**src/hdl/complex_to_polar_top_assert.svh**
```systemverilog
// Assertion macros shared by the complex-to-polar RTL.
// No dependencies; the assertions compile away when SYNTHESIS is defined.
`ifndef COMPLEX_TO_POLAR_TOP_ASSERT_SVH
`define COMPLEX_TO_POLAR_TOP_ASSERT_SVH

`ifndef SYNTHESIS
// Same-cycle implication, disabled while reset is low.
`define CTP_ASSERT_SAME(label, clk, rst_n, ante, cons) \
    label: assert property (@(posedge clk) disable iff (!(rst_n)) (ante) |-> (cons)) \
        else $error("complex_to_polar assertion failed");
// Next-cycle implication, disabled while reset is low.
`define CTP_ASSERT_NEXT(label, clk, rst_n, ante, cons) \
    label: assert property (@(posedge clk) disable iff (!(rst_n)) (ante) |=> (cons)) \
        else $error("complex_to_polar assertion failed");
`else
`define CTP_ASSERT_SAME(label, clk, rst_n, ante, cons)
`define CTP_ASSERT_NEXT(label, clk, rst_n, ante, cons)
`endif

`endif

```
**src/hdl/c2p_pkg.sv**
```systemverilog
// Shared types and constants for the complex-to-polar CORDIC block.
// Used by c2p_cell, c2p_scale and complex_to_polar_top; no dependencies.
`timescale 1ns / 1ps

package c2p_pkg;

    // Fraction bits added below the input scale in the rotation datapath.
    localparam int GUARD_BITS = 12;

    // 1/K as an unsigned 0.32 fraction.
    localparam logic [31:0] GAIN_Q32 = 32'h9B74_EDA8;

    // round(atan(2^-i) / pi * 2^31), i = 0..31.
    localparam logic [31:0] ATAN_TABLE [32] = '{
        32'd536870912, 32'd316933406, 32'd167458907, 32'd85004756,
        32'd42667331,  32'd21354465,  32'd10679838,  32'd5340245,
        32'd2670163,   32'd1335087,   32'd667544,    32'd333772,
        32'd166886,    32'd83443,     32'd41722,     32'd20861,
        32'd10430,     32'd5215,      32'd2608,      32'd1304,
        32'd652,       32'd326,       32'd163,       32'd81,
        32'd41,        32'd20,        32'd10,        32'd5,
        32'd3,         32'd1,         32'd1,         32'd0
    };

    // Control that travels alongside each word in the pipeline.
    typedef struct packed {
        logic valid;
        logic zero;
    } t_ctl;

endpackage

```
**src/hdl/c2p_scale.sv**
```systemverilog
// Gain correction, magnitude rounding/saturation and phase rounding.
// Two registered stages; depends on c2p_pkg for the gain and guard bits.
`timescale 1ns / 1ps

module c2p_scale #(
    parameter int DATA_WIDTH = 16,
    parameter int W          = 30
) (
    input  logic                   i_clk,
    input  logic                   i_rst_n,
    input  logic                   i_en,
    input  c2p_pkg::t_ctl          i_ctl,
    input  logic signed [W-1:0]    i_x,
    input  logic [31:0]            i_z,
    output c2p_pkg::t_ctl          o_ctl,
    output logic [DATA_WIDTH-1:0]  o_magnitude,
    output logic [DATA_WIDTH-1:0]  o_phase_angle
);
    import c2p_pkg::*;

    localparam int XU_W = W - 1;
    localparam int XL_W = (XU_W > 32) ? 32 : XU_W;
    localparam int XH_W = (XU_W > 32) ? XU_W - 32 : 1;
    localparam int R_W  = XU_W + 1;
    localparam int M_W  = R_W - GUARD_BITS;
    localparam logic [R_W-1:0] MAG_HALF = R_W'(1) << (GUARD_BITS - 1);
    localparam logic [31:0]    PH_HALF  =
        (DATA_WIDTH >= 32) ? 32'd0 : (32'd1 << (31 - DATA_WIDTH));

    // x never goes negative after the pre-rotation, so drop its sign bit.
    logic [XU_W-1:0]      w_xu;
    logic [XH_W+XL_W-1:0] w_xext;
    logic [XL_W-1:0]      w_xl;
    logic [XH_W-1:0]      w_xh;

    t_ctl                 r_a_ctl;
    logic [XL_W+31:0]     r_pl;
    logic [XH_W+31:0]     r_ph;
    logic [31:0]          r_a_z;

    logic [R_W-1:0]       w_r;
    logic [M_W-1:0]       w_mag_full;
    logic                 w_sat;
    logic [31:0]          w_ph_sum;
    logic [DATA_WIDTH-1:0] n_mag;
    logic [DATA_WIDTH-1:0] n_phase;

    t_ctl                  r_b_ctl;
    logic [DATA_WIDTH-1:0] r_mag;
    logic [DATA_WIDTH-1:0] r_phase;

    assign w_xu   = i_x[XU_W-1:0];
    assign w_xext = (XH_W + XL_W)'(w_xu);
    assign w_xl   = w_xext[XL_W-1:0];
    assign w_xh   = w_xext[XH_W+XL_W-1:XL_W];

    // Stage A: split x at bit 32, one partial product per half.
    always_ff @(posedge i_clk) begin
        if (i_en) begin
            r_pl  <= (XL_W + 32)'(w_xl) * (XL_W + 32)'(GAIN_Q32);
            r_ph  <= (XH_W + 32)'(w_xh) * (XH_W + 32)'(GAIN_Q32);
            r_a_z <= i_z;
        end
    end

    // Stage B: recombine, round half up, saturate; round the angle.
    assign w_r        = R_W'(r_ph) + R_W'(r_pl[XL_W+31:32]) + MAG_HALF;
    assign w_mag_full = w_r[R_W-1:GUARD_BITS];
    assign w_sat      = |w_mag_full[M_W-1:DATA_WIDTH];
    assign w_ph_sum   = r_a_z + PH_HALF;

    always_comb begin
        n_mag   = w_sat ? '1 : w_mag_full[DATA_WIDTH-1:0];
        n_phase = r_a_ctl.zero ? '0 : w_ph_sum[31 -: DATA_WIDTH];
    end

    always_ff @(posedge i_clk) begin
        if (i_en) begin
            r_mag   <= n_mag;
            r_phase <= n_phase;
        end
    end

    always_ff @(posedge i_clk) begin
        if (!i_rst_n) begin
            r_a_ctl <= '0;
            r_b_ctl <= '0;
        end else if (i_en) begin
            r_a_ctl <= i_ctl;
            r_b_ctl <= r_a_ctl;
        end
    end

    assign o_ctl         = r_b_ctl;
    assign o_magnitude   = r_mag;
    assign o_phase_angle = r_phase;

endmodule

```
**config.mk**
```make
export PLATFORM = sky130hd
export DESIGN_NAME = c2p_scale
export DESIGN_NICKNAME = d
export VERILOG_FILES = /design/src/hdl/complex_to_polar_top_assert.svh /design/src/hdl/c2p_pkg.sv /design/src/hdl/c2p_scale.sv
export SDC_FILE = /design/constraint.sdc
export NUM_CORES = 1
export LEC_CHECK = 0
export BUFFER_PORTS_ARGS = -buffer_cell sky130_fd_sc_hd__buf_2
export CAP_MARGIN = 10
export CORE_ASPECT_RATIO = 0.5
export CORE_MARGIN = 3
export CORE_UTILIZATION = 40
export CTS_BUF_LIST = sky130_fd_sc_hd__clkbuf_4
export DETAILED_ROUTE_END_ITERATION = 10
export PLACE_DENSITY = 0.65
export SYNTH_ARGS = -nofsm -noshare
export SYNTH_HDL_FRONTEND = slang
export SYNTH_SLANG_ARGS = --single-unit
```
**constraint.sdc**
```tcl
create_clock -name i_clk -period 14.54 [get_ports i_clk]
set_input_delay 0.727 -clock i_clk [delete_from_list [all_inputs] [get_ports i_clk]]
set_output_delay 0.727 -clock i_clk [all_outputs]
set_load 0.1 [all_outputs]
```
### Yosys cells after proc, flatten, opt, wreduce, memory -nomap -nowiden

Cells that the tools add are included.

* logic and storage cells: 12
* bits of input ports: 67
* register bits after elaboration: 126

* reduce and logical (&&, ||, !) cells: 1
* add/subtract/negate cells: 2
* multiply operators: 1

Operators with widths (number)
* $mul A29 B29 Y58 const B: 1
* $add A32 B16 Y32 const B: 1
* $add A29 B12 Y30 const B: 1
* $reduce_or A2 Y1: 1

### Logic depth before layout (Yosys ltp)

Gate-level depths: netlist (run 1).

* word-level depth: 2
* gate-level depth with buffers: 24
* depth with buffers taken out: 24

### Worst setup path after synthesis (run 1)

OpenSTA, ideal clock, no wires.

* path type: input to register
* start: in i_x[8]
* end: reg r_pl[60], data pin
* path slack: 7.543 ns
* path buffers: 0
* arrival time: 6.729 ns
* library setup time: 0.268 ns
* stages: 24
* cell sequence: inv_1 fa_1 fa_1 inv_1 fa_1 inv_1 fa_1 inv_1 fa_1 fa_1 fa_1 inv_1 fa_1 inv_1 ha_1 a21o_1 a31oi_1 o21ai_0 a32o_1 a21boi_1 o21a_1 o21ai_1 o41ai_1 xnor2_1

* cells in the longest elaborated chain, start to end: 1

Ends and longest elaborated chain
* start: declaration: RTL line c2p_scale.sv:13 `input logic signed [W-1:0] i_x,`
* $mul A29 B29 Y58: RTL line c2p_scale.sv:60 `r_pl <= (XL_W + 32)'(w_xl) * (XL_W + 32)'(GAIN_Q32);`
* end signal: assignment: RTL line c2p_scale.sv:60
* end: declaration: RTL line c2p_scale.sv:37 `logic [XL_W+31:0] r_pl;`

Every way passes these cells.
A chain may end at the register's enable or synchronous reset.

### Final worst setup path (run 1)

* start: in i_x[18]
* end: reg r_pl[54], data pin

Same word-level chain as after synthesis.

==> reports/metrics.csv, run 1 <==
metric;value;unit
worst_pin_slew;0.884;ns
dr.first_iter.drc_count;686;
stdcell_count;2512;
r2r_cells;8;
drtAntennaViolNets;0;
io_pins;101;
arrival;7.90;ns
synth_edf_count;67;
hold_violations;0;
portBuffers;84;
grt_max_degree;72;
outcome;complete, no violations;
tritoncts;done;
cts_root_buf;clkbuf_4;
setup_tns;0;ns
synth_xor_xnor_area_share;2.11;%
crit_type;in2reg;
drive_gt1_share;6.10;%
fmax;129;MHz
netlist_area;19100;um^2
crit_family;adder cells;
synthAdderAreaFrac;65.0;%
synth_simple_gate_area_share;4.51;%
grt_pass1_wl;71000;um
startpoint;i_x[18];
syn_nets;2605;
crit_path_frequent_cell;fa_1;
dr.pass1.iters;5;
routedWlPerCell;17.5;um
yosysTopAreaCell;fa_1;
skew;0.0106;ns
path_cells;buf_2, inv_1, fa_1, fa_1, inv_1, fa_1, fa_1, fa_1, fa_1, fa_1, ha_1, ha_1, a21o_1, a21o_1, a2111oi_0, o211ai_1, a21oi_1, a21o_1, nand2_1, xor2_1;
first_global_vias;13200;
r2r_start;r_pl[45];
fin_crit_sh;53.1;%
cp-end-kind;register;
ctsResizeCount;0;
max_cap_violations;0;
holdPathStages;1;
min_period;7.72;ns
slew_violations;0;
dp.cells;2496;
synthFlopType;edfxtp_1;
timing.rr.end;o_magnitude[5];
cts_setup_buffers;0;
cts-hold-fix-buffers;0;
synth-seq-cells;71;
via_per_inst;4.85;
die_h;161;um
slowest_stage;a2111oi_0;
num_vias;12200;
drc_errors;0;
antenna_found_initial;0;
synth-async-reset-ratio;0;%
max_slew_margin;39.5;%
h-tree-depth;3;
row_count;55;
fp.dieW;315;um
required;14.71;ns
grt_overflow;0;
gp_congestion;0.929;
cts_buffer_depth;2;
synth_compound_area_share;5.69;%
clk_pin_slew_worst_paths;0.11;ns
areaGrowthSynthToFinish;6.81;%
core;46200;um^2
clock_latency;0.41;ns
finalSetupViolCount;0;
diodes;0;
dp_hpwl;40000;um
hp-class;in2reg;
synth.area.mux_share;0.425;%
cts_inserted_buffers;9;
globalRouteTotalUtil;18.2;%
hold_start;i_z[24];
ys_top_cells_by_area;fa_1 (43%), ha_1 (22%), inv_1 (11%), edfxtp_1 (11%), a21oi_1 (1.5%);
drt-total-wl;43900;um
fp.dieArea;50600;um^2
syn_inst;1791;
fin_nets;2694;
synth_top_area_share;42.8;%
start_util;41.4;%
r2r_setup_slack;12.29;ns
numClockSinks;71;
critPathBufInv;3;
synth_top_family_by_area;adder cells;
slowest_delay;0.78;ns
synth.yosys.warnings;0;
rsz0062_at_grt;no;
whs_endpoint;r_a_z[24];
critical_path.max_fanout;7;
cp_num_cells;20;
synth.yosys.seq_area_share;10.9;%
synth.avg_cell_area;10.7;um^2
yosysUniqueCellTypes;55;
start_kind;primary input;
layer usage:
layer,part of all wire (%),track usage [%],vias to the layer above
met4,0.64,1.76,0
li1,-,-,5720
met1,45,25.6,6199
met3,6.5,4.36,20
met2,47,29.7,243
met5,0,0,-
cell families (layout without fill, tap and decap cells):
kind of cell,Yosys count,count (layout)
xor+xnor,46,46
fa+ha+maj,747,747
mux,8,8
flops,71,71
compound gates,165,165
buf+inv,579,673
simple gates,175,175
worst max-delay path by stage:
stage | endpoint
after CTS | r_pl[56]
after global routing | r_pl[58]
after floorplan | r_pl[60]
after global placement | r_pl[56]
final | r_pl[54]
after detailed placement | r_pl[56]
cell usage in the layout (no fill, tap or decap), types with 7 or more instances in the layout:
cell type,Yosys,layout
and3_1,16,16
o21bai_1,8,8
xor2_1,29,29
a21o_1,35,35
nor2b_1,10,10
buf_2,1,84
edfxtp_1,67,67
a21oi_1,58,58
fa_1,409,409
nor2_1,36,36
inv_1,571,571
nand4_1,14,14
mux2i_1,7,7
nand3_1,21,21
o21ai_0,21,21
nand2_1,57,57
clkbuf_4,0,14
xnor2_1,17,17
ha_1,338,338
synth_stat cells, types with 4 or more instances:
cell type,count
xor2_1,29
nand4_1,14
nor2b_1,10
nand2_1,57
nor3_1,4
inv_1,571
nand2b_1,4
and4_1,4
fa_1,409
o21ai_1,4
a31oi_1,6
a21oi_1,58
nor2_1,36
o21a_1,5
ha_1,338
clkbuf_1,7
o21bai_1,8
o211ai_1,5
edfxtp_1,67
and3_1,16
xnor2_1,17
a21o_1,35
nand3_1,21
dfxtp_1,4
o21ai_0,21
mux2i_1,7
state kept, by name, indices dropped and copies added, names as in the netlist:
signal and count:
o_phase_angle 16, r_a_z 17, r_a_ctl 2, r_pl 18
o_ctl 2, o_magnitude 16
per-stage QoR:
| stage | hold slack, ns | setup WS [ns] | utilization [%] | area (um^2) |
|---|---|---|---|---|
| 5_1_grt | 0.430 | 6.56 | 44.2 | 20400 |
| 3_3_place_gp | 0.495 | 6.43 | 44.0 | 20300 |
| 2_1_floorplan | 0.482 | 7.54 | - | 19100 |
| 4_1_cts | 0.440 | 6.91 | 44.2 | 20400 |
| 6_report | 0.485 | 6.82 | 44.2 | 20400 |
| 3_5_place_dp | 0.501 | 6.48 | 44.0 | 20300 |
final cells by class:
class                      instances  area, um^2
inverter                         571        2140
timing repair buffer              86         435
clock buffer                      14         105
tap                              627         785
clock inverter                     2        8.76
fill                            4397       25800
sequential                        71        2090
multi-input combinational       1141       14900
Power of run 1 is not shown: default switching activity piles up to over one toggle a cycle in this logic, so the estimate is an artifact.
==> run 2, diff against run 1 <==
--- a/config.mk
+++ b/config.mk
@@ -12,7 +12,7 @@
 export CORE_UTILIZATION = 40
 export CTS_BUF_LIST = sky130_fd_sc_hd__clkbuf_4
 export DETAILED_ROUTE_END_ITERATION = 10
-export PLACE_DENSITY = 0.65
+export PLACE_DENSITY = 0.67
 export SYNTH_ARGS = -nofsm -noshare
 export SYNTH_HDL_FRONTEND = slang
 export SYNTH_SLANG_ARGS = --single-unit
==> constraint.sdc (replaced) <==
create_clock -name i_clk -period 7.1 [get_ports i_clk]
set_input_delay 0.355 -clock i_clk [delete_from_list [all_inputs] [get_ports i_clk]]
set_output_delay 0.355 -clock i_clk [all_outputs]
set_load 0.1 [all_outputs]
==> reports/metrics.csv, run 2 (synthesized netlist as in run 1, its figures left out) <==
metric;value;unit;change
slowest_stage;fa_1;;
cts_inserted_buffers;9;;unchanged
via_per_inst;4.82;;-0.70%
grt_pass1_wl;71500;um;+0.71%
layout_common_cells;inv_1 (571), fa_1 (409), ha_1 (338);;
crit_path_frequent_cell;fa_1;;
max_slew_margin;40.9;%;+1.3 points
skew;0.0251;ns;+0.0145 ns
r2r_start;r_pl[45];;
hp-class;in2reg;;
holdPathStages;1;;unchanged
clk_pin_slew_worst_paths;0.13;ns;+0.02 ns
top_register;r_pl;;
critical_path.max_fanout;5;;-2
slowest_delay;0.53;ns;-0.25 ns
drt-total-wl;44400;um;+1.1%
arrival;7.11;ns;-0.79 ns
gp_congestion;0.989;;+6.5%
fp.dieArea;50600;um^2;unchanged
dr.first_iter.drc_count;781;;+14%
cts_buffer_depth;2;;unchanged
drc_errors;0;;unchanged
layout_commonest_cell;inv_1;;
largest_register_ffs;18;;unchanged
num_vias;12600;;+3.4%
hold_violations;0;;unchanged
finalSetupViolCount;0;;unchanged
core;46200;um^2;unchanged
drtAntennaViolNets;0;;unchanged
clock_latency;0.41;ns;about the same
routedWlPerCell;17.0;um;-2.9%
areaGrowthSynthToFinish;11.2;%;
start_util;41.4;%;unchanged
hold_start;i_z[30];;
r2r_cells;8;;unchanged
rsz0062_at_grt;no;;
drive_gt1_share;11.2;%;+5.1 points
start_kind;primary input;;
max_cap_violations;0;;unchanged
io_pins;101;;unchanged
required;7.37;ns;-7.34 ns
antenna_found_initial;0;;unchanged
outcome;complete, no violations;;
cts_root_buf;clkbuf_4;;
dr.pass1.iters;5;;unchanged
grt_max_degree;72;;unchanged
hold_ws;0.108;ns;-0.377 ns
cts-hold-fix-buffers;0;;unchanged
grt_overflow;0;;unchanged
slew_violations;0;;unchanged
whs_endpoint;r_a_z[30];;
globalRouteTotalUtil;18.2;%;-0.030 points
r2r_setup_slack;4.87;ns;-7.42 ns
dp.cells;2601;;+4.2%
diodes;0;;unchanged
dp_hpwl;41200;um;+2.9%
reg_top3;r_pl x18, r_a_z x17;;
fin_nets;2799;;+3.9%
fin_crit_sh;96.3;%;
cp-end-kind;register;;
row_count;55;;unchanged
fp.dieW;315;um;unchanged
die_h;161;um;unchanged
stdcell_count;2617;;+4.2%
crit_type;in2reg;;
first_global_vias;13400;;+2.2%
min_period;6.84;ns;
numClockSinks;71;;unchanged
timing.rr.end;o_magnitude[5];;
fmax;146;MHz;
portBuffers;84;;unchanged
tritoncts;done;;
h-tree-depth;3;;unchanged
worst_pin_slew;0.887;ns;+0.00272 ns
==> run 2: how the worst max path moves through the flow <==
stage,start,to,slack [ns],cells past startpoint
floorplan,i_x[8],r_pl[60],0.48,24
global placement,i_x[8],r_pl[60],-0.08,25
detailed placement,i_x[8],r_pl[60],-0.15,25
CTS,i_x[8],r_pl[60],0.28,25
global route,i_x[9],r_pl[52],0.03,24
finish,i_x[8],r_pl[59],0.26,25
==> run 2: metrics by stage <==
step	utilization (%)	setup TNS (ns)	setup slack [ns]	area, um^2
3_5_place_dp	45.7	-0.480	-0.148	21100
6_report	46.0	0	0.260	21300
3_3_place_gp	45.7	-0.117	-0.0816	21100
4_1_cts	46.0	0	0.276	21300
2_1_floorplan	-	0	0.475	19100
5_1_grt	46.0	0	0.0318	21300
==> run 2: timing repair <==
item                       in CTS  in global routing
gates resized for setup         0                  1
setup buffers                   0                  0
setup endpoints to repair       0                  1
==> run 2: cell type report <==
type	instances	area [um^2]
inverters	571	2140
multi-input cells	1141	14900
flip-flops and latches	71	2090
clock buffers	9	67.6
repair buffers	191	1240
well taps	627	785
clock inverters	7	80.1
fillers	4303	24900
==> run 2: worst max-delay path, delay by kind of cell <==
family / cells / cell delay [ns]
AOI/OAI and AO/OA: 7 / 1.33
adders and majority gates: 9 / 4.23
buffers and inverters: 7 / 0.58
and+or+nand+nor: 2 / 0.61
==> run 2: metal layers <==
metal | vias up | GRT usage, % | part of all wire (%)
met2 | 304 | 29.4 | 46
met1 | 6331 | 25.8 | 45
li1 | 5934 | - | -
met3 | 33 | 3.87 | 7.0
met5 | - | 0 | 0
met4 | 0 | 2.43 | 1.3
Power of run 2 is left out for the same reason.
==> run 3, diff against run 2 <==
--- a/config.mk
+++ b/config.mk
@@ -12,7 +12,6 @@
 export CORE_UTILIZATION = 40
 export CTS_BUF_LIST = sky130_fd_sc_hd__clkbuf_4
 export DETAILED_ROUTE_END_ITERATION = 10
-export PLACE_DENSITY = 0.67
 export SYNTH_ARGS = -nofsm -noshare
 export SYNTH_HDL_FRONTEND = slang
 export SYNTH_SLANG_ARGS = --single-unit
==> reports/metrics.csv, run 3 (synthesized netlist as in run 1, its figures left out) <==
metric;value;unit;change
fmax;147;MHz;+0.66%
largest_register_ffs;18;;unchanged
rsz0062_at_grt;no;;
gp_congestion;0.914;;-7.6%
fp.dieArea;50600;um^2;unchanged
crit_family;adder cells;;
row_count;55;;unchanged
num_vias;12600;;-0.0079%
startpoint;i_x[15];;
routedWlPerCell;17.4;um;+2.5%
areaGrowthSynthToFinish;12.0;%;
cp-end-kind;register;;
pre_cts_ws;-0.119;ns;+0.0290 ns
top_register;r_pl;;
dr.pass1.iters;5;;unchanged
ctsResizeCount;0;;unchanged
slew_violations;0;;unchanged
grt_util_met3;3.92;%;+0.052 points
hp-class;in2reg;;
via_per_inst;4.79;;-0.62%
grt_pass1_wl;73400;um;+2.5%
dr.first_iter.drc_count;777;;-0.51%
grt_max_degree;72;;unchanged
h-tree-depth;3;;unchanged
reg_top3;r_pl x18, r_a_z x17;;
met2_usage;29.8;%;+0.32 points
dp_hpwl;42600;um;+3.5%
drtAntennaViolNets;0;;unchanged
cts_buffer_depth;2;;unchanged
grt_overflow;0;;unchanged
slowest_stage;fa_1;;
globalRouteTotalUtil;18.9;%;+0.75 points
drt-total-wl;45800;um;+3.1%
critical_path.max_fanout;4;;-1
busiest_layer;met2;;
skew;0.0211;ns;-0.00401 ns
hold_start;i_z[28];;
fin_crit_sh;95.7;%;-0.63 points
crit_type;in2reg;;
drc_errors;0;;unchanged
clock_latency;0.43;ns;+0.02 ns
slowest_delay;0.60;ns;+0.07 ns
r2r_start;r_pl[50];;
clk_pin_slew_worst_paths;0.14;ns;about the same
start_util;41.4;%;unchanged
layout_commonest_cell;inv_1;;
first_global_vias;13300;;-1.2%
finalSetupViolCount;0;;unchanged
die_h;161;um;unchanged
outcome;complete, no violations;;
max_slew_margin;37.4;%;-3.5 points
worst_pin_slew;0.939;ns;+0.0524 ns
fin_nets;2814;;+0.54%
cts_setup_buffers;0;;unchanged
tritoncts;done;;
cts_root_buf;clkbuf_4;;
min_period;6.80;ns;-0.0447 ns
path_cells;buf_2, inv_1, fa_1, fa_1, inv_1, fa_1, fa_1, fa_1, fa_1, fa_1, ha_1, ha_1, a21o_1, a21o_1, a2111oi_0, buf_4, o211ai_1, a21oi_1, a21o_1, nand2_1, xor2_1;;
start_kind;primary input;;
layout_common_cells;inv_1 (571), fa_1 (409), ha_1 (338);;
gr-usage-met1;27.8;%;+2.0 points
required;7.29;ns;-0.08 ns
critPathBufInv;4;;-3
drive_gt1_share;11.8;%;+0.61 points
crit_path_frequent_cell;fa_1;;
cts-hold-fix-buffers;0;;unchanged
core;46200;um^2;unchanged
arrival;6.99;ns;-0.12 ns
numClockSinks;71;;unchanged
fp.dieW;315;um;unchanged
worst_slack;0.305;ns;+0.0447 ns
io_pins;101;;unchanged
portBuffers;84;;unchanged
cts_inserted_buffers;9;;unchanged
max_cap_violations;0;;unchanged
hold_violations;0;;unchanged
antenna_found_initial;0;;unchanged
run 3: cell count changes in the layout (fill, tap and decap cells not counted):
| cell | previous run | this run |
|---|---|---|
| buf_12 | 1 | 2 |
| diode_2 | 0 | 1 |
| inv_6 | 2 | 1 |
| bufinv_16 | 1 | 2 |
| clkinvlp_4 | 2 | 1 |
| inv_8 | 0 | 1 |
| o41ai_1 | 0 | 1 |
| o41ai_2 | 3 | 2 |
| buf_4 | 106 | 120 |
run 3: path summary, 6_finish.rpt:
kind	to	slack (ns)	cells past startpoint
max	r_pl[54]	0.30	21
min reg2reg	r_a_ctl[1]	0.53	2
min	r_a_z[28]	0.09	1
max reg2reg	o_magnitude[5]	4.92	7
run 3: stage by stage:
stage / area [um^2] / instances / utilization (%) / TNS, ns / hold WS [ns]
floorplan: 19100 / 1791 / - / 0 / 0.454
global placement: 21200 / 2616 / 46.0 / -0.234 / 0.494
detailed placement: 21200 / 2616 / 46.0 / -0.460 / 0.506
CTS: 21400 / 2632 / 46.4 / 0 / 0.0386
global route: 21400 / 2632 / 46.4 / 0 / 0.0392
finish: 21400 / 2633 / 46.4 / 0 / 0.0860
run 3: layout make-up:
cell class                      instances  area [um^2]
Antenna cell                            1         2.50
Clock buffer                            9         67.6
Clock inverter                          7          105
Fill cell                            4298        24800
Inverter                              571         2140
Multi-Input combinational cell       1141        14900
Sequential cell                        71         2090
Tap cell                              627          785
Timing Repair Buffer                  206         1360
run 3: layer usage:
metal	up-vias	wire length, um
met5	-	0
met4	0	450
met3	25	3040
met2	282	20700
met1	6331	21600
li1	5963	-
Power of run 3 is left out for the same reason.
