## src/hdl/complex_to_polar_top_assert.svh

```systemverilog
// Assertion macros shared by the complex-to-polar RTL.
// No dependencies; the assertions compile away when SYNTHESIS is defined.
`ifndef COMPLEX_TO_POLAR_TOP_ASSERT_SVH
`define COMPLEX_TO_POLAR_TOP_ASSERT_SVH

`ifndef SYNTHESIS
// Same-cycle implication, disabled while reset is low.
`define CTP_ASSERT_SAME(label, clk, rst_n, ante, cons) \
    label: assert property (@(posedge clk) disable iff (!(rst_n)) (ante) |-> (cons)) \
        else $error("complex_to_polar assertion failed");
// Next-cycle implication, disabled while reset is low.
`define CTP_ASSERT_NEXT(label, clk, rst_n, ante, cons) \
    label: assert property (@(posedge clk) disable iff (!(rst_n)) (ante) |=> (cons)) \
        else $error("complex_to_polar assertion failed");
`else
`define CTP_ASSERT_SAME(label, clk, rst_n, ante, cons)
`define CTP_ASSERT_NEXT(label, clk, rst_n, ante, cons)
`endif

`endif

```

## src/hdl/c2p_pkg.sv

```systemverilog
// Shared types and constants for the complex-to-polar CORDIC block.
// Used by c2p_cell, c2p_scale and complex_to_polar_top; no dependencies.
`timescale 1ns / 1ps

package c2p_pkg;

    // Fraction bits added below the input scale in the rotation datapath.
    localparam int GUARD_BITS = 12;

    // 1/K as an unsigned 0.32 fraction.
    localparam logic [31:0] GAIN_Q32 = 32'h9B74_EDA8;

    // round(atan(2^-i) / pi * 2^31), i = 0..31.
    localparam logic [31:0] ATAN_TABLE [32] = '{
        32'd536870912, 32'd316933406, 32'd167458907, 32'd85004756,
        32'd42667331,  32'd21354465,  32'd10679838,  32'd5340245,
        32'd2670163,   32'd1335087,   32'd667544,    32'd333772,
        32'd166886,    32'd83443,     32'd41722,     32'd20861,
        32'd10430,     32'd5215,      32'd2608,      32'd1304,
        32'd652,       32'd326,       32'd163,       32'd81,
        32'd41,        32'd20,        32'd10,        32'd5,
        32'd3,         32'd1,         32'd1,         32'd0
    };

    // Control that travels alongside each word in the pipeline.
    typedef struct packed {
        logic valid;
        logic zero;
    } t_ctl;

endpackage

```

## src/hdl/c2p_cell.sv

```systemverilog
// One CORDIC vectoring micro-rotation, registered.
// Depends on c2p_pkg for the arctangent table and the control struct.
`timescale 1ns / 1ps

module c2p_cell #(
    parameter int W     = 30,
    parameter int SHIFT = 0
) (
    input  logic                 i_clk,
    input  logic                 i_rst_n,
    input  logic                 i_en,
    input  c2p_pkg::t_ctl        i_ctl,
    input  logic signed [W-1:0]  i_x,
    input  logic signed [W-1:0]  i_y,
    input  logic [31:0]          i_z,
    output c2p_pkg::t_ctl        o_ctl,
    output logic signed [W-1:0]  o_x,
    output logic signed [W-1:0]  o_y,
    output logic [31:0]          o_z
);
    import c2p_pkg::*;

    localparam logic [4:0]  IDX   = 5'(SHIFT);
    localparam logic [31:0] ANGLE = ATAN_TABLE[IDX];

    t_ctl               r_ctl;
    logic signed [W-1:0] r_x;
    logic signed [W-1:0] r_y;
    logic [31:0]         r_z;

    logic signed [W-1:0] w_xs;
    logic signed [W-1:0] w_ys;
    logic                w_y_neg;
    logic signed [W-1:0] n_x;
    logic signed [W-1:0] n_y;
    logic [31:0]         n_z;

    assign w_xs    = i_x >>> SHIFT;
    assign w_ys    = i_y >>> SHIFT;
    assign w_y_neg = i_y[W-1];

    // Rotate toward the real axis: direction follows the sign of y.
    always_comb begin
        if (w_y_neg) begin
            n_x = i_x - w_ys;
            n_y = i_y + w_xs;
            n_z = i_z - ANGLE;
        end else begin
            n_x = i_x + w_ys;
            n_y = i_y - w_xs;
            n_z = i_z + ANGLE;
        end
    end

    always_ff @(posedge i_clk) begin
        if (!i_rst_n) begin
            r_ctl <= '0;
        end else if (i_en) begin
            r_ctl <= i_ctl;
        end
    end

    always_ff @(posedge i_clk) begin
        if (i_en) begin
            r_x <= n_x;
            r_y <= n_y;
            r_z <= n_z;
        end
    end

    assign o_ctl = r_ctl;
    assign o_x   = r_x;
    assign o_y   = r_y;
    assign o_z   = r_z;

endmodule

```

## config.mk

```make
export PLATFORM = sky130hd
export DESIGN_NAME = c2p_cell
export DESIGN_NICKNAME = d
export VERILOG_FILES = /design/src/hdl/complex_to_polar_top_assert.svh /design/src/hdl/c2p_pkg.sv /design/src/hdl/c2p_cell.sv
export SDC_FILE = /design/constraint.sdc
export NUM_CORES = 1
export LEC_CHECK = 0
export ABC_AREA = 0
export BUFFER_PORTS_ARGS = -buffer_cell sky130_fd_sc_hd__buf_2
export CAP_MARGIN = 5
export CORE_MARGIN = 2
export CORE_UTILIZATION = 45
export DETAILED_ROUTE_END_ITERATION = 8
export PLACE_DENSITY = 0.72
export SKIP_LAST_GASP = 1
export SYNTH_ARGS = -nofsm -noshare
export SYNTH_HDL_FRONTEND = slang
export SYNTH_SLANG_ARGS = --single-unit
```

## constraint.sdc

```tcl
create_clock -name i_clk -period 3.5 [get_ports i_clk]
set_clock_uncertainty 0.2 [all_clocks]
set_input_delay 0.525 -clock i_clk [delete_from_list [all_inputs] [get_ports i_clk]]
set_output_delay 0.525 -clock i_clk [all_outputs]
set_load 0.02 [all_outputs]
```

Word level (Yosys, flattened, before mapping)

Cells that the tools add are included.

Add/subtract/negate cells: 5
Multiplexer cells: 3

Operator list:

| cell                                                                   | number |
|---|---|
| 30-bit two-way mux                                                     | 2 |
| 30-bit subtractor                                                      | 2 |
| 32-bit by 30-bit adder with 32-bit output (second input constant)      | 1 |
| 32-bit two-way mux                                                     | 1 |
| 32-bit by 30-bit subtractor with 32-bit output (second input constant) | 1 |
| 30-bit adder                                                           | 1 |

Bits of input ports: 97
Output and inout bits: 94
Flip-flop bits (word level): 94

Longest topological paths before layout

Gate-level depths: netlist (run 1).

Word-level depth: 2
Gate-level depth with buffers: 13
Depth with buffers taken out: 12

Worst setup path after synthesis (run 1)

No wires, ideal clock.

Path type: input-to-reg
Start point: input i_x[10]
End point: register r_y[24] (netlist: o_y[24]) (data pin)
Slack: 0.208 ns
Data arrival time: 2.833 ns
Setup time: 0.259 ns
Buffers on the path: 1
Required time: 3.041 ns
Stages: 11
Path through: inv_1 ha_1 buf_6 or3_4 or4_4 o22ai_2 o21ai_2 o31a_1 o311ai_4 mux2i_1 xnor2_1

Longest elaborated chain between the ends: 2

RTL lines:

| item                                                     | RTL line                       | source |
|---|---|---|
| start: declaration                                       | c2p_cell.sv:13                 | `input logic signed [W-1:0] i_x,` |
| 30-bit subtractor / 30-bit adder (equally long branches) | c2p_cell.sv:50, c2p_cell.sv:46 |  |
| 30-bit two-way mux *                                     | c2p_cell.sv:44                 | `if (w_y_neg) begin` |
| via n_y[24]                                              | c2p_cell.sv:35                 | `logic signed [W-1:0] n_y;` |
| end signal: assignment                                   | c2p_cell.sv:66                 | `r_y <= n_y;` |
| end: declaration                                         | c2p_cell.sv:28                 | `logic signed [W-1:0] r_y;` |

The timed path passes the listed nets; every way through them passes the cells marked *.
A chain may end at the register's enable or synchronous reset.

Worst setup path after layout (run 1)

Start point: input i_x[2]
End point: register r_y[29] (netlist: o_y[29]) (data pin)

Same word-level chain as after synthesis.

==> results of run 1 <==
==> cell families after synthesis <==
family | Yosys count | synth area share, %
compound gates | 276 | 22.4
xor+xnor | 58 | 6.50
fa+ha+maj | 91 | 14.9
buf+inv | 134 | 6.85
flops | 93 | 35.5
mux | 18 | 2.30
simple gates | 190 | 11.6
==> where the power goes <==
group / switching, W / internal (W) / total, W
Combinational: 0.000947 / 0.000614 / 0.00156
Clock: 0.000416 / 0.000635 / 0.00105
Sequential: 0.0000405 / 0.00143 / 0.00147
Total: 0.00140 / 0.00268 / 0.00408
==> per-stage QoR <==
stage	util (%)	instances	power, W	instance area [sq um]
after floorplan	-	860	0.00240	7820
after global placement	56.5	1339	0.00302	9660
after detailed placement	56.5	1339	0.00303	9660
after CTS	58.4	1355	0.00409	9990
after global routing	58.5	1356	0.00429	10000
final	58.5	1356	0.00408	10000
==> worst max-delay path, cell delays in order <==
cell and delay (ns):
buf_2 0.09, inv_1 0.04, ha_1 0.45, nor3b_1 0.15, o31ai_2 0.40, a21oi_1 0.13, o21ai_1 0.24, nand2_1 0.13
a21bo_2 0.27, a2111o_1 0.41, a211oi_1 0.28, xor2_1 0.12
==> routing by layer <==
metal / up-vias / global-route usage (%) / share of wire (%)
li1: 3601 / - / -
met3: 20 / 3.85 / 9.9
met4: 0 / 5.44 / 0.97
met5: - / 0 / 0
met1: 3347 / 37.6 / 46
met2: 409 / 37.2 / 43
==> cells in the final DEF (no fill, tap or decap), types with 3 or more instances in the layout <==
cell type,netlist,final
nand3_1,6,6
a21oi_1,102,102
a211o_1,5,5
a31oi_1,5,5
o211ai_1,9,9
mux2i_1,18,18
clkbuf_16,0,9
nand2_1,39,39
or2_2,4,4
o21ai_0,62,62
nor4_1,5,5
a22oi_1,3,3
ha_1,87,87
o31a_1,4,4
nand2b_1,5,5
xor2_1,12,12
nand4_1,6,6
nand3b_1,4,4
inv_1,91,91
fa_1,4,4
a2111oi_0,4,4
o21bai_1,12,12
o31ai_1,5,4
buf_2,14,189
xnor2_1,46,46
buf_4,2,104
nor2b_1,10,10
nor2_1,74,74
o221ai_1,3,3
a21o_1,16,16
a211oi_1,13,12
edfxtp_1,91,91
or3_1,10,10
nor3_1,16,16
==> flip-flops by register name (all words and copies together), names as in the netlist <==
| register | count |
|---|---|
| o_ctl | 2 |
| o_z | 32 |
| o_x | 29 |
| o_y | 30 |
==> worst max-delay path by stage <==
stage | from | to | slack [ns] | depth (start not counted)
detailed placement | i_x[0] | o_x[28] | -0.18 | 11
finish | i_x[2] | o_y[29] | 0.15 | 12
CTS | i_x[2] | o_y[29] | 0.16 | 12
global placement | i_x[2] | o_x[27] | -0.19 | 13
global route | i_x[2] | o_y[29] | 0.01 | 12
floorplan | i_x[10] | o_y[24] | 0.21 | 11
==> what timing repair did <==
action,4_1_cts,5_1_grt
setup endpoints to repair,0,8
hold buffers,0,0
gates resized for setup,0,3
==> layout make-up <==
type / instances / area share (%)
Antenna cell: 1 / 0.0250
Clock buffer: 9 / 2.25
Multi-Input combinational cell: 633 / 45.2
Inverter: 94 / 3.53
Tap cell: 225 / 2.81
Timing Repair Buffer: 294 / 17.5
Sequential cell: 93 / 27.7
Clock inverter: 7 / 1.04
==> summary.md, run 1 <==
| Metric | Value |
|---|---|
| Register Area | `~2800 sq um` |
| DIE WIDTH | `136 um` |
| Cells after Synth | `860` |
| Final hold vios | `0` |
| Post-synth top cells | `a21oi_1 (102), edfxtp_1 (91), inv_1 (91)` |
| Drt total wl | `23,100 um` |
| Synth async-reset ratio | `0%` |
| Via count | `7,377` |
| Syn_nets | `about 1,000` |
| Root Buffer | `clkbuf_16` |
| Fill count | `approximately 1,500` |
| Seq cells post-synth | `between 90 and 100` |
| Synth unique cells | `72` |
| Initial antenna violation count | `1` |
| Mapped Area | `7820 sq um` |
| Site Rows | `48` |
| PwrDens | `just over 400 nW/um^2` |
| Crit Reg-Reg Endpoint | `o_ctl[0]` |
| CP max FO | `10` |
| Outcome | `complete, no violations` |
| CTS tree | `done` |
| Dominant cell type by area after synthesis | `edfxtp_1` |
| Core area | `approximately 17,000 sq um` |
| Critical path startpoint category | `input pin` |
| R2R Setup Slk | `around 2.7 ns` |
| Multi-input logic area | `4520 sq um` |
| Most frequent cell after synthesis | `a21oi_1` |
| Clock transition at path regs | `about 0.07 ns` |
| Worst hold path endpoint | `o_z[26]` |
| Initial cell density of the core | `45.7%` |
| H-tree depth | `3` |
| RD Place Congestion | `0.982` |
| Avg Cell Area, Syn | `around 9.1 sq um` |
| Top cell type's share of synthesized area | `between 30% and 40%` |
| Peak supply drop | `0.291 mV` |
| Hold_sp | `i_z[26]` |
| FMAX | `~0.30 GHz` |
| P_leak | `4.67 nW` |
| Post-CTS setup buffers | `0` |
| First-pass GRT wire length | `between 30,000 and 40,000 um` |
| Clk buf depth | `2` |
| Worst slack, placed | `-0.183 ns` |
| Slew @ Worst Pin | `just over 0.8 ns` |
| Final setup fails | `0` |
| Crit. End Element | `flop` |
| Final worst slack | `around 0.15 ns` |
| Largest net degree at the start of global routing | `slightly below 80` |
| Congestion Overflow GR | `0` |
| Clock sink total | `93` |
| Setup TNS | `0 ns` |
| Ports | `191` |
| Post-DP HPWL | `roughly 19,000 um` |
| Worst Hold Class | `input pin to flop` |
| Number of synthesized flops with an enable pin | `between 90 and 100` |
| Share of cells above drive strength 1 | `approximately 29%` |
| DRT antenna net count | `0` |
| Final Cycle Share | `approximately 96%` |
| Slew HR | `about 45%` |
| Port Buffers | `190` |
| Crit path DAT | `approximately 3.2 ns` |
| Max-Cap Viols | `0` |
| Unrepaired setup endpoints after global routing | `false` |
| Die span in y | `136 um` |
| WS Path Type | `input pin to flop` |
| CP Data Required Time | `3.38 ns` |
| CTS buffer count | `9` |
| Nets | `1,313` |
| Number of global-route vias before repair | `just under 7,000` |
| Reg2reg path depth | `2` |
| Top cells by area, synth | `edfxtp_1 (35%), ha_1 (14%), a21oi_1 (6.5%)` |
| Area delta synth->final | `28.0%` |
| Slew Limit Fails | `0` |
| Yosys Warn Count | `0` |
| RR Startpoint | `o_ctl[0]` |
| Pre-antenna DRT Iters | `6` |
| Hold Path Stages | `1` |
| Sequential-to-total area share from yosys stat | `between 30% and 40%` |
| Minimum clock period | `approximately 3.4 ns` |
| Hold WS | `0.155 ns` |
| Post-DR wirelength/cell | `17.1 um` |
| Die area | `18,400 sq um` |
| Starting DRC count in detailed routing | `approximately 850` |
| Worst-Skew Late Latency | `~0.34 ns` |
| Vias per cell | `~5.4` |
| DR DRC count | `0` |
| Ys flop type | `edfxtp_1` |
| Total GRT Usage | `about 25%` |
(Power assumes the default switching activity.)
==> run 2, diff against run 1 <==
--- a/config.mk
+++ b/config.mk
@@ -12,6 +12,7 @@
 export CORE_UTILIZATION = 45
 export DETAILED_ROUTE_END_ITERATION = 8
 export PLACE_DENSITY = 0.72
+export SETUP_SLACK_MARGIN = 0.4
 export SKIP_LAST_GASP = 1
 export SYNTH_ARGS = -nofsm -noshare
 export SYNTH_HDL_FRONTEND = slang
==> summary.md, run 2 (synthesized netlist as in run 1, its figures left out) <==
| Metric | Value |
|---|---|
| Outcome | `complete, no violations (unchanged)` |
| Port Buffers | `190 (unchanged)` |
| Worst path slowest cell | `a221o_1 (was ha_1)` |
| H-tree depth | `3 (unchanged)` |
| Ports | `191 (unchanged)` |
| Drt total wl | `24,100 um (was 23,100 um)` |
| Initial antenna violation count | `0 (was 1)` |
| Slew Limit Fails | `0 (unchanged)` |
| Vias per cell | `5.50 (was 5.44)` |
| RR Startpoint | `o_ctl[1] (was o_ctl[0])` |
| Crit Reg-Reg Endpoint | `o_ctl[1] (was o_ctl[0])` |
| Worst hold path endpoint | `o_z[11] (was o_z[26])` |
| Nets | `1,327 (was 1,313)` |
| Crit. End Element | `flop (unchanged)` |
| Worst-Skew Late Latency | `0.33 ns (was 0.34 ns)` |
| Die span in y | `136 um (unchanged)` |
| Die area | `18,400 sq um (unchanged)` |
| Clock Power Share | `23.8% (was 25.8%)` |
| Final hold vios | `0 (unchanged)` |
| CP max FO | `4 (was 10)` |
| RD Place Congestion | `0.970 (was 0.982)` |
| Largest register FFs | `32 (unchanged)` |
| Post-DP HPWL | `19,100 um (was 18,900 um)` |
| PwrDens | `395 nW/um^2 (was 408 nW/um^2)` |
| Tot Pwr | `0.00413 W (was 0.00408 W)` |
| Slew @ Worst Pin | `0.856 ns (was 0.821 ns)` |
| Final Cycle Share | `87.6% (was 95.7%)` |
| Site Rows | `48 (unchanged)` |
| Core area | `17,100 sq um (unchanged)` |
| R2R Setup Slk | `2.69 ns (was 2.70 ns)` |
| Share of cells above drive strength 1 | `34.7% (was 28.8%)` |
| Max-Cap Viols | `0 (unchanged)` |
| Unrepaired setup endpoints after global routing | `true (was false)` |
| Sw Ratio | `35.4% (was 34.4%)` |
| CP Data Required Time | `3.40 ns (was 3.38 ns)` |
| Clock sink total | `93 (unchanged)` |
| Crit path DAT | `2.97 ns (was 3.23 ns)` |
| Total GRT Usage | `25.3% (was 24.8%)` |
| Post-DR wirelength/cell | `17.6 um (was 17.1 um)` |
| Largest net degree at the start of global routing | `78 (unchanged)` |
| DRT antenna net count | `0 (unchanged)` |
| CP max stage delay | `0.41 ns (was 0.45 ns)` |
| Worst-path cell chain | `buf_6 -> ha_4 -> fa_2 -> a221o_1 -> a211oi_4 -> o22ai_4 -> o21ai_4 -> o31a_1 -> o21ba_1 -> a21oi_2 -> xnor2_1 -> buf_4 (was buf_2 -> inv_1 -> ha_1 -> nor3b_1 -> o31ai_2 -> a21oi_1 -> o21ai_1 -> nand2_1 -> a21bo_2 -> a2111o_1 -> a211oi_1 -> xor2_1)` |
| Via count | `7,534 (was 7,377)` |
| P_leak | `4.76 nW (was 4.67 nW)` |
| Critical path startpoint category | `input pin (unchanged)` |
| Peak supply drop | `0.299 mV (was 0.291 mV)` |
| Worst Hold Class | `input pin to flop (unchanged)` |
| Clock transition at path regs | `0.07 ns (about the same)` |
| Congestion Overflow GR | `0 (unchanged)` |
| Pre-antenna DRT Iters | `6 (unchanged)` |
| CTS tree | `done (unchanged)` |
| First-pass GRT wire length | `36,700 um (was 35,900 um)` |
| Net Sw Power | `0.00146 W (was 0.00140 W)` |
| Starting DRC count in detailed routing | `899 (was 852)` |
| Final core occ | `61.1% (was 58.5%)` |
| CTS buffer count | `9 (unchanged)` |
| Number of global-route vias before repair | `7,006 (was 6,796)` |
| Internal power | `0.00267 W (was 0.00268 W)` |
| Initial cell density of the core | `45.7% (unchanged)` |
| Minimum clock period | `3.07 ns (was 3.35 ns)` |
| DR DRC count | `0 (unchanged)` |
| Root Buffer | `clkbuf_16 (unchanged)` |
| Final setup fails | `0 (unchanged)` |
| ANT cells | `0 (was 1)` |
| Most frequent cells in the layout | `buf_2 (186), buf_4 (115), a21oi_1 (92), edfxtp_1 (91), inv_1 (86) (was buf_2 (189), buf_4 (104), a21oi_1 (102), inv_1 (91), edfxtp_1 (91))` |
| Area delta synth->final | `33.8% (was 28.0%)` |
| Most common cell after layout, fill and taps aside | `buf_2 (unchanged)` |
| Hold Path Stages | `1 (unchanged)` |
| Slew HR | `43.0% (was 45.2%)` |
| Reg2reg path depth | `2 (unchanged)` |
| Hold_sp | `i_z[11] (was i_z[26])` |
| Hold WS | `0.163 ns (was 0.155 ns)` |
| DIE WIDTH | `136 um (unchanged)` |
| Comb power frac | `40.6% (was 38.3%)` |
| WS Path Type | `input pin to flop (unchanged)` |
| Sequential group share of total power | `35.7% (was 36.0%)` |
| FMAX | `0.326 GHz (was 0.298 GHz)` |
| Setup TNS | `0 ns (unchanged)` |
| Clk buf depth | `2 (unchanged)` |
==> run 2: worst max-delay path, delay by kind of cell <==
family          cells  cell delay [ns]
fa+ha+maj           2             0.56
xor+xnor            1             0.16
buf+inv             2             0.22
compound gates      7             1.50
==> run 2: area by class of cell <==
type | count | area (sq um)
clock buffers | 9 | 225
clock inverters | 7 | 81.3
fillers | 1523 | 6650
inverters | 94 | 358
multi-input cells | 633 | 4850
flip-flops and latches | 93 | 2770
well taps | 225 | 282
repair buffers | 308 | 1890
==> run 2: per-stage QoR <==
stage / instances / area (sq um) / setup slack [ns]
6_report: 1369 / 10500 / 0.432
5_1_grt: 1369 / 10500 / 0.299
4_1_cts: 1367 / 10200 / 0.370
3_5_place_dp: 1348 / 9790 / -0.0986
3_3_place_gp: 1348 / 9790 / -0.0714
2_1_floorplan: 860 / 7880 / 0.331
==> run 2: worst max-delay path by stage <==
| stage | from | to | slack (ns) | cells after the start |
|---|---|---|---|---|
| 2_1_floorplan | i_y[11] | o_y[24] | 0.33 | 10 |
| 3_3_place_gp | i_x[9] | o_y[24] | -0.07 | 12 |
| 3_5_place_dp | i_x[9] | o_y[24] | -0.1 | 12 |
| 4_1_cts | i_x[5] | o_x[28] | 0.37 | 12 |
| 5_1_grt | i_x[6] | o_x[17] | 0.30 | 14 |
| 6_report | i_x[0] | o_y[22] | 0.43 | 12 |
==> run 2: power by group through the flow <==
stage,Combinational (W),Clock (W),Sequential (W)
finish,0.00168,0.000983,0.00147
global route,0.00181,0.00105,0.00149
CTS,0.00160,0.00101,0.00147
detailed placement,0.00156,0,0.00150
global placement,0.00155,0,0.00149
floorplan,0.000717,0,0.00169
==> run 2: repair_timing <==
action,in CTS,in global routing
endpoints found under the setup margin,18,34
pin swaps,16,21
buffers inserted,3,2
resized for setup,24,56
hold buffers,0,0
==> run 2: routing by layer <==
| layer | share of wire [%] | routed length, um | vias up | global-route usage [%] |
|---|---|---|---|---|
| met5 | 0 | 0 | - | 0 |
| met4 | 2.0 | 483 | 0 | 7.18 |
| met3 | 10 | 2410 | 39 | 4.38 |
| met2 | 43 | 10300 | 397 | 38.2 |
| met1 | 45 | 10800 | 3473 | 37.2 |
| li1 | - | - | 3625 | - |
==> run 3, diff against run 2 <==
--- a/config.mk
+++ b/config.mk
@@ -9,9 +9,9 @@
 export BUFFER_PORTS_ARGS = -buffer_cell sky130_fd_sc_hd__buf_2
 export CAP_MARGIN = 5
 export CORE_MARGIN = 2
-export CORE_UTILIZATION = 45
+export CORE_UTILIZATION = 50
 export DETAILED_ROUTE_END_ITERATION = 8
-export PLACE_DENSITY = 0.72
+export PLACE_DENSITY = 0.78
 export SETUP_SLACK_MARGIN = 0.4
 export SKIP_LAST_GASP = 1
 export SYNTH_ARGS = -nofsm -noshare
==> summary.md, run 3 (synthesized netlist as in run 1, its figures left out) <==
| Metric | Value |
|---|---|
| CP max stage delay | `0.31 ns (was 0.41 ns)` |
| DIE WIDTH | `129 um (was 136 um)` |
| RD Place Congestion | `0.970 (about the same)` |
| Slew HR | `48.1% (was 43.0%)` |
| Peak supply drop | `0.257 mV (was 0.299 mV)` |
| CTS buffer count | `9 (unchanged)` |
| Post-DR wirelength/cell | `18.4 um (was 17.6 um)` |
| Most common cell after layout, fill and taps aside | `buf_2 (unchanged)` |
| Clock transition at path regs | `0.06 ns (was 0.07 ns)` |
| Share of cells above drive strength 1 | `35.1% (was 34.7%)` |
| Worst path slowest cell | `ha_2 (was a221o_1)` |
| Final core occ | `69.2% (was 61.1%)` |
| Root Buffer | `clkbuf_16 (unchanged)` |
| CP max FO | `5 (was 4)` |
| Hold Buf Count CTS | `0 (unchanged)` |
| Final hold vios | `0 (unchanged)` |
| Initial cell density of the core | `51.2% (was 45.7%)` |
| Crit Reg-Reg Endpoint | `o_ctl[1] (unchanged)` |
| H-tree depth | `3 (unchanged)` |
| WS Path Type | `input pin to flop (unchanged)` |
| Initial antenna violation count | `0 (unchanged)` |
| Multi-input logic area | `4920 sq um (was 4850 sq um)` |
| Slew @ Worst Pin | `0.778 ns (was 0.856 ns)` |
| Die span in y | `129 um (was 136 um)` |
| Worst Hold Class | `input pin to flop (unchanged)` |
| Setup TNS | `0 ns (unchanged)` |
| Number of global-route vias before repair | `7,203 (was 7,006)` |
| Final setup fails | `0 (unchanged)` |
| Most frequent cells in the layout | `buf_2 (187), buf_4 (120), edfxtp_1 (91), a21oi_1 (90), inv_1 (87) (was buf_2 (186), buf_4 (115), a21oi_1 (92), edfxtp_1 (91), inv_1 (86))` |
| Worst-path cell chain | `buf_2 -> inv_1 -> ha_2 -> buf_4 -> a21oi_2 -> o221ai_1 -> a21oi_2 -> o31ai_4 -> a31oi_1 -> o211ai_1 -> a21oi_1 -> a211oi_2 -> xor2_1 (was buf_6 -> ha_4 -> fa_2 -> a221o_1 -> a211oi_4 -> o22ai_4 -> o21ai_4 -> o31a_1 -> o21ba_1 -> a21oi_2 -> xnor2_1 -> buf_4)` |
| Pre-antenna DRT Iters | `7 (was 6)` |
| DRT antenna net count | `0 (unchanged)` |
| Worst-Skew Late Latency | `0.34 ns (was 0.33 ns)` |
| Max-Cap Viols | `0 (unchanged)` |
| Drt total wl | `25,000 um (was 24,100 um)` |
| Slew Limit Fails | `0 (unchanged)` |
| Vias per cell | `5.71 (was 5.50)` |
| Worst setup path startpoint | `i_x[8] (was i_x[0])` |
| Outcome | `complete, no violations (unchanged)` |
| ANT cells | `0 (unchanged)` |
| Area delta synth->final | `35.0% (was 33.8%)` |
| CTS tree | `done (unchanged)` |
| Post-DP HPWL | `20,000 um (was 19,100 um)` |
| Final Cycle Share | `88.3% (was 87.6%)` |
| Post-Place Cells | `1,337 (was 1,348)` |
| Site Rows | `45 (was 48)` |
| CP endpoint | `o_y[27] (was o_y[22])` |
| Reg2reg path depth | `2 (unchanged)` |
| Unrepaired setup endpoints after global routing | `true (unchanged)` |
| Critical path startpoint category | `input pin (unchanged)` |
| Final Non-Filler Cells | `1,362 (was 1,369)` |
| Congestion Overflow GR | `0 (unchanged)` |
| PwrDens | `396 nW/um^2 (was 395 nW/um^2)` |
| Minimum clock period | `3.09 ns (was 3.07 ns)` |
| CP Data Required Time | `3.37 ns (was 3.40 ns)` |
| Crit. End Element | `flop (unchanged)` |
| Nets | `1,334 (was 1,327)` |
| Placed Area | `9790 sq um (about the same)` |
| Via count | `7,783 (was 7,534)` |
| Die area | `16,700 sq um (was 18,400 sq um)` |
| Core area | `15,300 sq um (was 17,100 sq um)` |
| Largest register FFs | `32 (unchanged)` |
| Most frequent cell on the critical path | `a21oi_2` |
| Starting DRC count in detailed routing | `800 (was 899)` |
| Largest net degree at the start of global routing | `78 (unchanged)` |
| First-pass GRT wire length | `37,500 um (was 36,700 um)` |
| DR DRC count | `0 (unchanged)` |
| R2R Setup Slk | `2.69 ns (about the same)` |
| FMAX | `0.324 GHz (was 0.326 GHz)` |
| Clk buf depth | `2 (unchanged)` |
| Port Buffers | `190 (unchanged)` |
| Clock sink total | `93 (unchanged)` |
| Total GRT Usage | `29.1% (was 25.3%)` |
| Fill count | `1,203 (was 1,523)` |
| Register Area | `2770 sq um (unchanged)` |
| P_leak | `4.82 nW (was 4.76 nW)` |
| Crit path DAT | `2.96 ns (was 2.97 ns)` |
| Final instance area | `10,600 sq um (was 10,500 sq um)` |
| Ports | `191 (unchanged)` |
| Tot Pwr | `0.00418 W (was 0.00413 W)` |
| RR Startpoint | `o_ctl[1] (unchanged)` |
run 3: what timing repair did:
item                       CTS  global route
resized for setup           32            61
setup buffers                3             6
pin swaps                   17            35
setup endpoints to repair   23            32
gates cloned                 0             0
run 3: power breakdown:
| group | switching, W | internal, W |
|---|---|---|
| Clock | 0.000402 | 0.000577 |
| Combinational | 0.00102 | 0.000696 |
| Sequential | 0.0000547 | 0.00143 |
| Total | 0.00148 | 0.00270 |
run 3: how the worst min path moves through the flow:
stage	start	end	slack, ns	cells past startpoint
floorplan	o_ctl[0]	o_ctl[0]	0.39	2
global placement	o_ctl[1]	o_ctl[1]	0.30	2
detailed placement	o_ctl[1]	o_ctl[1]	0.33	2
CTS	i_z[19]	o_z[19]	0.15	1
global route	i_z[19]	o_z[19]	0.14	1
finish	i_z[13]	o_z[13]	0.16	1
run 3: critical path: cells and delay by family:
kind                     cells  cell delay (ns)
XOR/XNOR                     1             0.18
adder cells (fa/ha/maj)      1             0.31
AO/OA/AOI/OAI                8             1.59
buffers and inverters        3             0.35
run 3: per-layer routing:
layer	share of wire [%]	track usage (%)	up-vias
met3	9.3	4.75	52
met1	42	39.9	3636
met2	46	46.8	454
met4	2.8	10.0	0
met5	0	0	-
li1	-	-	3641
run 3: area by class of cell:
type	count	area share (%)
clock buffer	13	2.37
clock inverter	3	0.451
multi-input combinational	633	46.7
timing repair buffer	315	18.3
sequential	93	26.3
tap	211	2.50
inverter	94	3.39
run 3: per-stage QoR:
stage,hold slack (ns),setup WS [ns]
detailed placement,0.328,-0.126
finish,0.158,0.410
CTS,0.148,0.367
global placement,0.297,-0.134
global route,0.140,0.307
floorplan,0.389,0.331
